==> src/hw/rtl/dsm_pkg.sv <==
// ---------------------------------------------------------------------------
// dsm_pkg
// Shared types and constants for the dot-star pattern matcher.
// ---------------------------------------------------------------------------
package dsm_pkg;

  // Item kinds carried on the input tuser
  typedef enum logic [1:0] {
    FUNC_LOAD  = 2'd0,
    FUNC_START = 2'd1,
    FUNC_CHAR  = 2'd2,
    FUNC_NONE  = 2'd3
  } func_t;

  localparam logic [7:0] WILDCARD = 8'd46;  // '.'

  // Per-transfer control broadcast to every cell
  typedef struct packed {
    logic       load;       // write token at idx
    logic       start;      // reset active set to position zero
    logic       step;       // advance active set by text_char
    logic [4:0] idx;
    logic [7:0] tok_char;
    logic       tok_star;
    logic [7:0] text_char;
  } cell_ctrl_t;

endpackage

==> src/hw/rtl/dsm_cell.sv <==
// ---------------------------------------------------------------------------
// dsm_cell
// One pattern position: token storage, active bit, closure and step logic.
// ---------------------------------------------------------------------------
module dsm_cell import dsm_pkg::*; #(
  parameter int IDX   = 0,
  parameter int LEN_W = 6
) (
  input  logic             clk,
  input  logic             rst,
  input  cell_ctrl_t       ctrl,
  input  logic [LEN_W-1:0] len,
  input  logic             carry_in,   // star closure from previous cell
  input  logic             adv_in,     // previous cell consumed a char
  output logic             carry_out,
  output logic             adv_out,
  output logic             closed      // position active after closure
);

  logic [7:0] tok_char;
  logic       tok_star;
  logic       active;
  logic       pos_en;
  logic       tok_en;
  logic       hit;

  assign pos_en    = int'(len) >= IDX;
  assign tok_en    = int'(len) > IDX;
  assign closed    = pos_en & (active | carry_in);
  assign carry_out = closed & tok_star & tok_en;
  assign hit       = closed & tok_en &
                     ((tok_char == ctrl.text_char) || (tok_char == WILDCARD));
  assign adv_out   = hit & ~tok_star;

  // token store, no reset
  always_ff @(posedge clk) begin
    if (ctrl.load && (int'(ctrl.idx) == IDX)) begin
      tok_char <= ctrl.tok_char;
      tok_star <= ctrl.tok_star;
    end
  end

  always_ff @(posedge clk) begin
    if (rst) begin
      active <= 1'(IDX == 0);
    end else if (ctrl.start) begin
      active <= 1'(IDX == 0);
    end else if (ctrl.step) begin
      active <= (hit & tok_star) | adv_in;
    end
  end

endmodule

==> src/hw/rtl/dot_star_pattern_matcher.sv <==
// ---------------------------------------------------------------------------
// dot_star_pattern_matcher
// Whole-string matcher for literal / '.' / starred tokens, one cell per token.
// ---------------------------------------------------------------------------
// Result path: a start or char transfer updates the active set; its result is
//   then registered into the output reg once that reg is free.
// Throughput: one transfer per cycle while no result is backed up; the star
//   closure ripples through the cell chain in the same cycle as the character step.
// Reset (rst, synchronous): active set back to position zero, length 0,
//   no result pending. Token storage keeps its contents.
module dot_star_pattern_matcher import dsm_pkg::*; #(
  parameter int MAX_TOKENS = 32
) (
  input  logic        clk,
  input  logic        rst,
  // config: pattern_length
  input  logic        cfg_wen,
  input  logic [5:0]  cfg_wdata,
  // input stream
  input  logic        s_axis_tvalid,
  output logic        s_axis_tready,
  input  logic [23:0] s_axis_tdata,   // token_index[4:0], token_char[12:5],
                                      // token_star[13], text_char[21:14], 0
  input  logic [1:0]  s_axis_tuser,   // func[1:0]
  // result stream
  output logic        m_axis_tvalid,
  input  logic        m_axis_tready,
  output logic [7:0]  m_axis_tdata    // matched[0], dead[1], 0
);

  localparam int LEN_W = $clog2(MAX_TOKENS + 1);

  logic [LEN_W-1:0]    len;         // saturated pattern length
  logic                final_act;   // "whole pattern consumed" position
  logic                pend;        // report owed for last accepted item
  logic                out_matched;
  logic                out_dead;

  logic                xfer_in;
  logic                out_free;
  logic                report;
  func_t               func;
  cell_ctrl_t          ctrl;

  logic [MAX_TOKENS-1:0] carry;
  logic [MAX_TOKENS-1:0] adv;
  logic [MAX_TOKENS:0]   closed;    // active set after star closure
  logic                  pend_next;

  // --- handshake -----------------------------------------------------------
  // Output register frees when empty or being drained; the pending stage
  // moves into it then, so a new transfer can enter behind it.
  assign out_free      = ~m_axis_tvalid | m_axis_tready;
  assign s_axis_tready = ~pend | out_free;
  assign xfer_in       = s_axis_tvalid & s_axis_tready;
  assign func          = func_t'(s_axis_tuser);

  always_comb begin
    ctrl           = '0;
    ctrl.idx       = s_axis_tdata[4:0];
    ctrl.tok_char  = s_axis_tdata[12:5];
    ctrl.tok_star  = s_axis_tdata[13];
    ctrl.text_char = s_axis_tdata[21:14];
    report         = 1'b0;
    case (func)
      FUNC_LOAD: begin
        ctrl.load = xfer_in;
      end
      FUNC_START: begin
        ctrl.start = xfer_in;
        report     = xfer_in;
      end
      FUNC_CHAR: begin
        ctrl.step = xfer_in;
        report    = xfer_in;
      end
      default: begin
        // unused kind: dropped, no result
      end
    endcase
  end

  // --- cell chain ----------------------------------------------------------
  // Cell i owns position i; closure carry and the advance bit ripple upward.
  for (genvar i = 0; i < MAX_TOKENS; i++) begin : g_cell
    logic cin;
    logic ain;
    if (i == 0) begin : g_head
      assign cin = 1'b0;
      assign ain = 1'b0;
    end else begin : g_link
      assign cin = carry[i-1];
      assign ain = adv[i-1];
    end

    dsm_cell #(
      .IDX   (i),
      .LEN_W (LEN_W)
    ) u_cell (
      .clk       (clk),
      .rst       (rst),
      .ctrl      (ctrl),
      .len       (len),
      .carry_in  (cin),
      .adv_in    (ain),
      .carry_out (carry[i]),
      .adv_out   (adv[i]),
      .closed    (closed[i])
    );
  end

  // final position exists only when the full token count is in use
  assign closed[MAX_TOKENS] = (len == LEN_W'(MAX_TOKENS)) &
                              (final_act | carry[MAX_TOKENS-1]);

  always_ff @(posedge clk) begin
    if (rst) begin
      final_act <= 1'b0;
    end else if (ctrl.start) begin
      final_act <= 1'b0;
    end else if (ctrl.step) begin
      final_act <= adv[MAX_TOKENS-1];
    end
  end

  // --- length register, saturated at write ---------------------------------
  always_ff @(posedge clk) begin
    if (rst) begin
      len <= '0;
    end else if (cfg_wen) begin
      len <= (cfg_wdata > 6'(MAX_TOKENS)) ? LEN_W'(MAX_TOKENS) : LEN_W'(cfg_wdata);
    end
  end

  // --- report stage --------------------------------------------------------
  // The closure of the freshly updated set is evaluated once the output register
  // is free; tokens cannot change under it since any later load lands at
  // the same edge the report is taken or later.
  always_comb begin
    if (report) begin
      pend_next = 1'b1;
    end else if (out_free) begin
      pend_next = 1'b0;
    end else begin
      pend_next = pend;
    end
  end

  always_ff @(posedge clk) begin
    if (rst) begin
      pend          <= 1'b0;
      m_axis_tvalid <= 1'b0;
    end else begin
      pend <= pend_next;
      if (out_free) begin
        m_axis_tvalid <= pend;
      end
    end
  end

  always_ff @(posedge clk) begin
    if (out_free && pend) begin
      out_matched <= closed[len];
      out_dead    <= ~|closed;
    end
  end

  assign m_axis_tdata = {6'b0, out_dead, out_matched};

endmodule

==> config.mk <==
export PLATFORM = sky130hd
export DESIGN_NAME = dot_star_pattern_matcher
export DESIGN_NICKNAME = d
export VERILOG_FILES = /design/src/hw/rtl/dsm_pkg.sv /design/src/hw/rtl/dsm_cell.sv /design/src/hw/rtl/dot_star_pattern_matcher.sv
export SDC_FILE = /design/constraint.sdc
export NUM_CORES = 1
export LEC_CHECK = 0
export BUFFER_PORTS_ARGS = -buffer_cell sky130_fd_sc_hd__buf_4
export CELL_PAD_IN_SITES_DETAIL_PLACEMENT = 1
export CELL_PAD_IN_SITES_GLOBAL_PLACEMENT = 2
export CORE_MARGIN = 10
export CORE_UTILIZATION = 40
export CTS_CLUSTER_DIAMETER = 60
export DETAILED_ROUTE_END_ITERATION = 8
export PLACE_DENSITY = 0.87
export SLEW_MARGIN = 20
export SYNTH_ARGS = -nofsm -noshare
export SYNTH_HDL_FRONTEND = slang
export SYNTH_HIERARCHICAL = 1
export SYNTH_SLANG_ARGS = --single-unit
==> constraint.sdc <==
create_clock -name clk -period 10.8 [get_ports clk]
set_input_delay 1.08 -clock clk [delete_from_list [all_inputs] [get_ports clk]]
set_output_delay 1.08 -clock clk [all_outputs]
set_load 0.03 [all_outputs]
Yosys cells after proc, flatten, opt, wreduce, memory -nomap -nowiden. Index checks and enable logic that the tools add are counted. Widths: inputs -> output; s select.

Reductions and logical operators: 72. $lt $le $gt $ge: 65. Mux-type cells: 9. Bitwise operators: 324. Equality and inequality tests: 98.

Operators by type and width (number): $eq 8x6->1 const B (32); $eq 8x8->1 (32); $and 1x1->1 (225); $ge 6x5->1 const B (16); $gt 6x5->1 const B (16); $eq 5x5->1 const B (16); $or 1x1->1 (65); $ge 6x4->1 const B (8); $gt 6x4->1 const B (8); $eq 5x4->1 const B (8); $not 1->1 (34); $logic_and 1x1->1 (33); $reduce_or 33->1 (1); $logic_or 1x1->1 (32); $ge 6x3->1 const B (4); $gt 6x3->1 const B (4); $eq 5x3->1 const B (4); $ge 6x2->1 const B (2); $gt 6x1->1 const B (2); $gt 6x2->1 const B (2); $eq 5x2->1 const B (2); $lt 6x7->1 const B (1); $mux 1 (7); $bmux 1 s6 (1); other kinds (12) (13).

Logic and storage cells: 670. Bits in registers: 331. Bits of input ports: 37.

Longest topological paths before layout. Gate-level depths: netlist (run 1).

Depth after elaboration: 130. Mapped depth: 78.

Hierarchy. The synthesis (run 1) kept the hierarchy.

Modules (own cells, without submodules): dsm_cell (g_cell[14].u_cell ...) (area an instance 500.5 µm², times used 2, cells each 39, seq. area each 290.3 µm²); dot_star_pattern_matcher (area an instance 993.5 µm², times used 1, cells each 103, seq. area each 240.2 µm²); dsm_cell (g_cell[16].u_cell ...) (area an instance 496.7 µm², times used 2, cells each 38, seq. area each 290.3 µm²); dsm_cell (g_cell[27].u_cell ...) (area an instance 491.7 µm², times used 2, cells each 38, seq. area each 290.3 µm²); dsm_cell (g_cell[13].u_cell) (area an instance 514.2 µm², times used 1, cells each 37, seq. area each 290.3 µm²); dsm_cell (g_cell[2].u_cell) (area an instance 510.5 µm², times used 1, cells each 38, seq. area each 290.3 µm²); dsm_cell (g_cell[10].u_cell) (area an instance 509.2 µm², times used 1, cells each 39, seq. area each 290.3 µm²); dsm_cell (g_cell[5].u_cell) (area an instance 509.2 µm², times used 1, cells each 37, seq. area each 290.3 µm²); dsm_cell (g_cell[18].u_cell) (area an instance 505.5 µm², times used 1, cells each 39, seq. area each 290.3 µm²); dsm_cell (g_cell[0].u_cell) (area an instance 504.2 µm², times used 1, cells each 36, seq. area each 290.3 µm²); dsm_cell (g_cell[21].u_cell) (area an instance 504.2 µm², times used 1, cells each 40, seq. area each 290.3 µm²); dsm_cell (g_cell[8].u_cell) (area an instance 503.0 µm², times used 1, cells each 37, seq. area each 290.3 µm²); dsm_cell (g_cell[22].u_cell) (area an instance 501.7 µm², times used 1, cells each 39, seq. area each 290.3 µm²); dsm_cell (g_cell[25].u_cell) (area an instance 501.7 µm², times used 1, cells each 40, seq. area each 290.3 µm²); 16 more rows.

Worst setup path before layout (run 1). No wires, ideal clock.

Path kind: flip-flop to flip-flop. Start point: register len[2]. End point: register out_matched, data pin. Clock period less this slack: 11.765 ns. Buffers on the path: 0. Path slack: -0.965 ns. Cell stages (with the launch flop): 79. Data arrival time: 11.493 ns. Data required time: 10.527 ns. Path through: dfxtp_1 or4_4 o311a_4 o21ai_0 nor2_1 nor2_1 a21oi_1 and2_1 o21ai_2 nor2_1 nor2_1 a21oi_1 and2_1 nor2_1 nor3_1 o21ai_0 a21o_1 inv_1 (+43 left out) o21ai_0 nor2_1 nor2_1 nor3b_1 nor2_1 nor2_1 o31ai_1 nor2_1 o21ai_0 nor2_1 o21ai_0 nor2_1 nor2_1 nor2_1 mux4_1 mux2_2 a2111oi_2 a311oi_1.

Longest elaborated chain between the ends: 130.

Ends and longest elaborated chain: start: declaration (RTL line dot_star_pattern_matcher.sv:33) `logic [LEN_W-1:0] len;`; start signal: assignment (RTL line dot_star_pattern_matcher.sv:131) `len <= (cfg_wdata > 6'(MAX_TOKENS)) ? LEN_W'(MAX_TOKENS) : LEN_W'(cfg_wdata);`; $gt 6x1->1 * (RTL line dsm_cell.sv:28) `assign tok_en = int'(len) > IDX;`; $and 1x1->1 * (RTL line dsm_cell.sv:30) `assign carry_out = closed & tok_star & tok_en;`; named net carry[0] (RTL line dot_star_pattern_matcher.sv:45) `logic [MAX_TOKENS-1:0] carry;`; $or 1x1->1 * (RTL line dsm_cell.sv:29) `assign closed = pos_en & (active | carry_in);`; $and 1x1->1 * (RTL line dsm_cell.sv:29); $and 1x1->1 * (2 in a row) (RTL line dsm_cell.sv:30); named net carry[1] (RTL line dot_star_pattern_matcher.sv:45); $or 1x1->1 * (RTL line dsm_cell.sv:29); (+3 left out); named net carry[2] (RTL line dot_star_pattern_matcher.sv:45); (+4 left out); named net carry[3] (RTL line dot_star_pattern_matcher.sv:45); (+4 left out); named net carry[4] (RTL line dot_star_pattern_matcher.sv:45); (+4 left out); named net carry[5] (RTL line dot_star_pattern_matcher.sv:45); (+4 left out); named net carry[6] (RTL line dot_star_pattern_matcher.sv:45); (+4 left out); named net carry[7] (RTL line dot_star_pattern_matcher.sv:45); (+2 left out); named net closed[8] (RTL line dot_star_pattern_matcher.sv:47) `logic [MAX_TOKENS:0] closed;`; (+2 left out); named net carry[8] (RTL line dot_star_pattern_matcher.sv:45); (+4 left out); named net carry[9] (RTL line dot_star_pattern_matcher.sv:45); (+4 left out); named net carry[10] (RTL line dot_star_pattern_matcher.sv:45); (+4 left out); named net carry[11] (RTL line dot_star_pattern_matcher.sv:45); (+2 left out); named net closed[12] (RTL line dot_star_pattern_matcher.sv:47); (+2 left out); named net carry[12] (RTL line dot_star_pattern_matcher.sv:45); (+4 left out); named net carry[13] (RTL line dot_star_pattern_matcher.sv:45); (+4 left out); named net carry[14] (RTL line dot_star_pattern_matcher.sv:45); (+4 left out); named net carry[15] (RTL line dot_star_pattern_matcher.sv:45); (+4 left out); named net carry[16] (RTL line dot_star_pattern_matcher.sv:45); (+4 left out); named net carry[17] (RTL line dot_star_pattern_matcher.sv:45); (+4 left out); named net carry[18] (RTL line dot_star_pattern_matcher.sv:45); (+4 left out); named net carry[19] (RTL line dot_star_pattern_matcher.sv:45); (+2 left out); named net closed[20] (RTL line dot_star_pattern_matcher.sv:47); (+2 left out); named net carry[20] (RTL line dot_star_pattern_matcher.sv:45); (+4 left out); named net carry[21] (RTL line dot_star_pattern_matcher.sv:45); (+4 left out); named net carry[22] (RTL line dot_star_pattern_matcher.sv:45); (+4 left out); named net carry[23] (RTL line dot_star_pattern_matcher.sv:45); (+4 left out); named net carry[24] (RTL line dot_star_pattern_matcher.sv:45); (+4 left out); named net carry[25] (RTL line dot_star_pattern_matcher.sv:45); (+4 left out); named net carry[26] (RTL line dot_star_pattern_matcher.sv:45); (+4 left out); named net carry[27] (RTL line dot_star_pattern_matcher.sv:45); (+2 left out); named net closed[28] (RTL line dot_star_pattern_matcher.sv:47); (+2 left out); named net carry[28] (RTL line dot_star_pattern_matcher.sv:45); (+4 left out); named net carry[29] (RTL line dot_star_pattern_matcher.sv:45); (+4 left out); named net carry[30] (RTL line dot_star_pattern_matcher.sv:45); $or 1x1->1 * (RTL line dsm_cell.sv:29); $and 1x1->1 * (RTL line dsm_cell.sv:29); named net closed[31] (RTL line dot_star_pattern_matcher.sv:47); $and 1x1->1 (2 in a row) (RTL line dsm_cell.sv:30); $or 1x1->1 (RTL line dot_star_pattern_matcher.sv:114) `(final_act | carry[MAX_TOKENS-1]);`; $and 1x1->1 (RTL line dot_star_pattern_matcher.sv:113) `assign closed[MAX_TOKENS] = (len == LEN_W'(MAX_TOKENS)) &`; $bmux 1 s6 * (RTL line dot_star_pattern_matcher.sv:163) `out_matched <= closed[len];`; $mux 1 (implied by the code) * (RTL line dot_star_pattern_matcher.sv:163); end signal: assignment (RTL line dot_star_pattern_matcher.sv:163); end: declaration (RTL line dot_star_pattern_matcher.sv:36) `logic out_matched;`.

The timed path passes the listed nets; every way through them passes the cells marked *. The select of a mux whose other input is x is not followed. A chain may end at the register's enable or synchronous reset.

Final worst setup path (run 1).
Start point: register len[1]. End point: register out_matched, data pin.

The elaborated chain is that of the path after synthesis.

==> impl_metrics.tcl, run 1 <==
set metrics [dict create \
    hold_buffers 0 \
    dr_total_vias 12200 \
    die_x_um 225 \
    pwr-share-seq 0.487 \
    ys_ff_latch 331 \
    syn_area_um2 16800 \
    slowest_delay_ps 530 \
    gp_congestion 0.792 \
    critPathLaunchType "register" \
    coreArea_um2 41800 \
    drc 0 \
    rsz0062_at_grt "yes" \
    syn_to_final_growth_pct 20.3 \
    dp_hpwl_um 28100 \
    n_antenna_cell 0 \
    fmax_mhz 90.0 \
    pwr-share-clk 0.429 \
    avgViaCountPerCell 5.84 \
    drt-pass1-iter-count 5 \
    finalInstanceArea_um2 20300 \
    synth-seq-area-share 0.566 \
    worstSkewPairLatency_ps 540 \
    slowest_stage "or4_4" \
    cpMostUsedCell "nor2_1" \
    critPathMaxFanout 2 \
    slew_headroom 0.265 \
    portBuffers 38 \
    hold_viol 0 \
    period_share 1.03 \
    finalSetupViolations 1 \
    synth_top_area_frac 0.517 \
    yosysMostFrequentCell "edfxtp_1" \
    drt_iter0_drc 766 \
    cap_viol_max_count 0 \
    async_flop_share 0 \
    drive_gt1_frac 0.243 \
    cp-end-kind "register" \
    clk_pin_slew_worst_paths_ps 70 \
    p_switching_uw 699 \
    nFillCells 4271 \
    finalCriticalPeriod_ps 11110 \
    io_pins 47 \
    avgSynthCellArea_um2 12.7 \
    synth-main-ff-cell "edfxtp_1" \
    wl_per_cell_um 24.0 \
    synth_cell_types 89 \
    cts_tree "built" \
    worst_slack_ps -312 \
    final_nets 1569 \
    synth_common_cells "290 x edfxtp_1, 256 x xor2_1, 102 x nor4_1" \
    synth_warnings 6 \
    final_cells 2096 \
    p_sw_frac 0.242 \
    dieArea_um2 50700 \
    antenna_found_initial 0 \
    finClkSkew_ps 20.5 \
    worstMarginPinSlew_ps 1090 \
    hold_path_class "register to register" \
    pwr-share-comb 0.084 \
    die_h_um 225 \
    synthTopCellsByArea "edfxtp_1 52%, xor2_1 13%, dfxtp_1 4.9%" \
    syn_inst 1322 \
    p_int_mw 2.19 \
    crit_type "register to register" \
    worstPathArrival_ps 11360 \
    cts.sinks 331 \
    power.density_nw_per_um2 142 \
    ff2ff_path_depth 78 \
    grt_max_degree 66 \
    slew_viol_final 0 \
    ant_nets 0 \
    grt_overflow 0 \
    p_leak_nw 6.88 \
    cp.required_ps 11050 \
    grt_usage 0.192 \
    vdd_drop_max_v 0.000139 \
    rows 75 \
    initial_core_util 0.403 \
    htree_levels 2 \
    cts-buffers-inserted 37 \
    grt_pass1_wl_um 75600 \
    synth-edff-count 290 \
    holdPathStages 2 \
    grt_pass1_vias 13100 \
    p_total_mw 2.89 \
    cts_root_buffer "clkbuf_16" \
    violations "setup timing" \
    dp_cells 1942 \
    drt_wl_total_um 50400 \
    dpl_cell_area_um2 18100 \
    status "complete, but fails checks" \
    clk_path_buf_depth 3 \
    yosys.area.top_type "edfxtp_1" \
    utilization 0.485 \
]
==> layer usage <==
| metal | global-route usage | part of all wire | up-vias |
|---|---|---|---|
| met5 | 0 | 0 | - |
| li1 | - | - | 5526 |
| met1 | 0.235 | 0.42 | 6321 |
| met4 | 0.0560 | 0.024 | 0 |
| met2 | 0.346 | 0.51 | 307 |
| met3 | 0.0255 | 0.045 | 83 |
==> timing repair <==
item / in CTS / in global routing
pin swaps: 18 / 61
resized for setup: 4 / 49
endpoints found under the setup margin: 1 / 7
endpoints found under the hold margin: 0 / 0
buffers inserted: 63 / 24
==> cells in the final DEF (no fill, tap or decap), types with 6 or more instances in the layout <==
cell and instances:
edfxtp_1 290, xor2_1 256, buf_4 173, nor4_1 100
nor2_1 84, a21oi_1 58, nand4b_1 45, clkbuf_16 39
inv_1 36, nand2b_1 36, dfxtp_1 35, nand2_1 23
nor4_2 23, nor3b_2 20, nor3_1 19, nor2_2 15
o211a_1 13, nand4_1 12, mux2i_1 11, and3_1 10
nor2b_1 10, nor3_2 10, a2111oi_2 9, conb_1 8
nor4b_1 7, clkinv_2 7, a21o_1 7, nand4bb_1 7
o31a_1 7, o21ai_1 7, o21ai_0 6, o311ai_1 6
mux2_2 6
==> cell families (layout without fill, tap and decap cells) <==
| kind of cell | Yosys count | in the layout | synth area share |
|---|---|---|---|
| multiplexers | 23 | 23 | 0.0187 |
| adder cells (fa/ha/maj) | 3 | 3 | 0.00223 |
| AND/OR/NAND/NOR | 470 | 470 | 0.180 |
| other | 1 | 8 | 0.000223 |
| buffers and inverters | 51 | 279 | 0.0154 |
| flip-flops | 331 | 331 | 0.566 |
| XOR/XNOR | 256 | 256 | 0.133 |
| AO/OA/AOI/OAI | 187 | 187 | 0.0845 |
==> cell type report <==
type                            instances  area (um2)  share of cell area
Timing Repair Buffer                  174        1310              0.0646
Tap cell                              539         674              0.0333
Sequential cell                       331        9540               0.471
Multi-Input combinational cell        947        7420               0.366
Clock buffer                           44         995              0.0491
Clock inverter                         23         190             0.00938
Inverter                               38         143             0.00704
==> per-stage QoR <==
step                TNS, ps  worst slack, ps  hold WS, ps
global route          -2250            -1160          512
global placement          0              184          454
floorplan                 0             1.09          432
finish                 -312             -312          472
CTS                       0             8.70          470
detailed placement     -121             -121          461
==> power groups by stage <==
stage          sequential, mW  combinational (mW)  clock [mW]
2_1_floorplan            1.44               0.103           0
3_3_place_gp             1.43               0.214           0
3_5_place_dp             1.43               0.223           0
4_1_cts                  1.41               0.231        1.25
5_1_grt                  1.41               0.259        1.31
6_report                 1.41               0.241        1.24
==> worst max-delay path: cells and delay by family, from the launching register on <==
family          cells  cell delay, ps
mux                 2             770
compound gates     29            4450
simple gates       45            5160
buf+inv             2             120
flops               1             340
==> sequential cells by signal (all words and copies together) (netlist names) <==
register,cells
len,6
out_dead,1
out_matched,1
g_cell.u_cell/tok_star,32
pend,1
m_axis_tvalid,1
g_cell.u_cell/active,32
g_cell.u_cell/tok_char,256
final_act,1
==> path summary, 6_finish.rpt <==
check / slack, ps / to / from
setup reg to reg: -310 / out_matched$_DFFE_PP_ / len[1]$_SDFFE_PP0P_
setup / recovery: -310 / out_matched$_DFFE_PP_ / len[1]$_SDFFE_PP0P_
hold reg to reg: 470 / final_act$_SDFFE_PP0P_ / final_act$_SDFFE_PP0P_
hold / removal: 470 / final_act$_SDFFE_PP0P_ / final_act$_SDFFE_PP0P_
(Power assumes the default switching activity.)
==> inputs of run 2 (changes only) <==
- BUFFER_PORTS_ARGS: -buffer_cell sky130_fd_sc_hd__buf_4 -> -buffer_cell sky130_fd_sc_hd__buf_2
- CELL_PAD_IN_SITES_DETAIL_PLACEMENT: 1 -> unset
- CELL_PAD_IN_SITES_GLOBAL_PLACEMENT: 2 -> unset
- CORE_UTILIZATION: 40 -> 41
- PLACE_DENSITY: 0.87 -> 0.69
==> run 2 against run 1 <==
  * The flow still finishes with violations (setup timing)
  * Register-to-register slack better by 180 ps
  * Cell count shrank 1.2%
  * Combinational power fell by 5%
  * Critical path depth increased by 3
  * Critical endpoint unchanged
  * Largest cell class unchanged
==> impl_metrics.tcl, run 2 (synthesized netlist as in run 1, its figures left out) <==
set metrics [dict create \
    cts.sinks 331 \
    rrSetupSlack_ps -140 \
    violations "setup timing" \
    rsz0062_at_grt "yes" \
    cts_tree "built" \
    n_antenna_cell 0 \
    dieArea_um2 49600 \
    slew_headroom 0.385 \
    vdd_drop_max_v 0.000126 \
    seq_area_um2 9540 \
    dp_cells 1943 \
    io_pins 47 \
    cts_root_buffer "clkbuf_16" \
    status "complete, but fails checks" \
    clk_path_buf_depth 3 \
    met2WireLength_um 21200 \
    finClkSkew_ps 18.8 \
    final_nets 1551 \
    multi_input_area_um2 7420 \
    die_x_um 223 \
    dp_hpwl_um 25100 \
    dr_wl_met3_um 2620 \
    layout_common_cells "290 x edfxtp_1, 256 x xor2_1, 117 x buf_4" \
    coreArea_um2 40700 \
    p_leak_nw 6.82 \
    largest_register_ffs 256 \
    critPathLaunchType "register" \
    hold_buffers 0 \
    drt_iter0_drc 885 \
    r2r-start "len[1]$_SDFFE_PP0P_" \
    power.density_nw_per_um2 145 \
    hold_viol 0 \
    path_delay_family "simple AND/OR/NAND/NOR gates" \
    ant_nets 0 \
    cts-buffers-inserted 38 \
    routed.top_layer "met4" \
    top_register "g_cell.u_cell/tok_char" \
    wl_per_cell_um 21.3 \
    syn_to_final_growth_pct 19.3 \
    worstPathArrival_ps 11180 \
    slowest_stage "or4_4" \
    worst_slack_ps -136 \
    grt_usage 0.168 \
    critPathMaxFanout 3 \
    portBuffers 38 \
    grt_max_degree 66 \
    critical_path_buf_inv_count 21 \
    drive_gt1_frac 0.235 \
    final_cells 2071 \
    drc 0 \
    grt_pass1_wl_um 67000 \
    finalSetupViolations 1 \
    antenna_found_initial 0 \
    slowest_delay_ps 540 \
    layout_commonest_cell "edfxtp_1" \
    slew_viol_final 0 \
    finalCriticalPeriod_ps 10940 \
    drt_wl_total_um 44000 \
    avgViaCountPerCell 5.76 \
    die_h_um 223 \
    cp-end-kind "register" \
    top_regs "g_cell.u_cell/tok_char (256), g_cell.u_cell/active (32), g_cell.u_cell/tok_star (32)" \
    gp_congestion 0.860 \
    nFillCells 3455 \
    rows 74 \
    grt_pass1_vias 11900 \
    crit_start "len[1]$_SDFFE_PP0P_" \
    tns_ps -136 \
    cap_viol_max_count 0 \
    dr_total_vias 11900 \
    fmax_mhz 91.4 \
    crit_type "register to register" \
    clk_pin_slew_worst_paths_ps 60 \
    worstMarginPinSlew_ps 922 \
    drt-met1-wl_um 19300 \
    htree_levels 2 \
    initial_core_util 0.414 \
    grt_overflow 0 \
    cpMostUsedCell "buf_4" \
    worstSkewPairLatency_ps 520 \
    drt-pass1-iter-count 5 \
    period_share 1.01 \
    hold_path_class "register to register" \
    cp.required_ps 11040 \
    hold_start "final_act$_SDFFE_PP0P_" \
]
run 2: cell types whose count changed in the layout (fill, tap and decap cells not counted), sizes merged:
cell      previous run  this run
clkbuf              44        49
buf                174       155
bufinv               2         4
clkinv              14        11
clkinvlp             4         1
run 2: worst min-delay path: cells and delay by family (launching register included):
kind,cells,cell delay (ps)
DFF,1,310
and+or+nand+nor,1,60
AOI/OAI and AO/OA,1,50
run 2: final timing paths:
path              cells after the start                      to
setup / recovery                     81   out_matched$_DFFE_PP_
hold / removal                        2  final_act$_SDFFE_PP0P_
setup reg to reg                     81   out_matched$_DFFE_PP_
hold reg to reg                       2  final_act$_SDFFE_PP0P_
run 2: timing repair:
action | in CTS | in global routing
pin swaps | 23 | 58
gates resized for setup | 9 | 46
setup buffers | 43 | 18
cloned | 0 | 0
endpoints found under the setup margin | 1 | 9
run 2: power by group:
part	total (mW)	leakage, nW	internal, mW	switching [mW]
Combinational	0.230	3.25	0.0752	0.155
Sequential	1.41	2.94	1.40	0.00744
Clock	1.29	0.622	0.789	0.499
Total	2.93	6.82	2.26	0.661
run 2: layout make-up:
class                   count  share of cell area
clock buffers              49              0.0525
multi-input cells         947               0.369
clock inverters            19              0.0103
inverters                  38             0.00709
well taps                 532              0.0331
repair buffers            155              0.0531
flip-flops and latches    331               0.475
run 2: routing by layer:
metal  vias up  GRT usage
li1       5509          -
met1      5996      0.219
met2       359      0.282
met3        75     0.0288
met4         0     0.0488
met5         -          0
run 2: metrics by stage:
| stage | area [um2] | hold slack, ps | power, mW | setup WS, ps | utilization |
|---|---|---|---|---|---|
| 6_report | 20100 | 467 | 2.93 | -136 | 0.494 |
| 4_1_cts | 19700 | 467 | 2.94 | 21.6 | 0.485 |
| 3_3_place_gp | 18100 | 456 | 1.64 | 79.2 | 0.444 |
| 5_1_grt | 20100 | 510 | 3.02 | -844 | 0.494 |
| 3_5_place_dp | 18100 | 459 | 1.65 | -174 | 0.445 |
| 2_1_floorplan | 16900 | 432 | 1.54 | 1.09 | - |
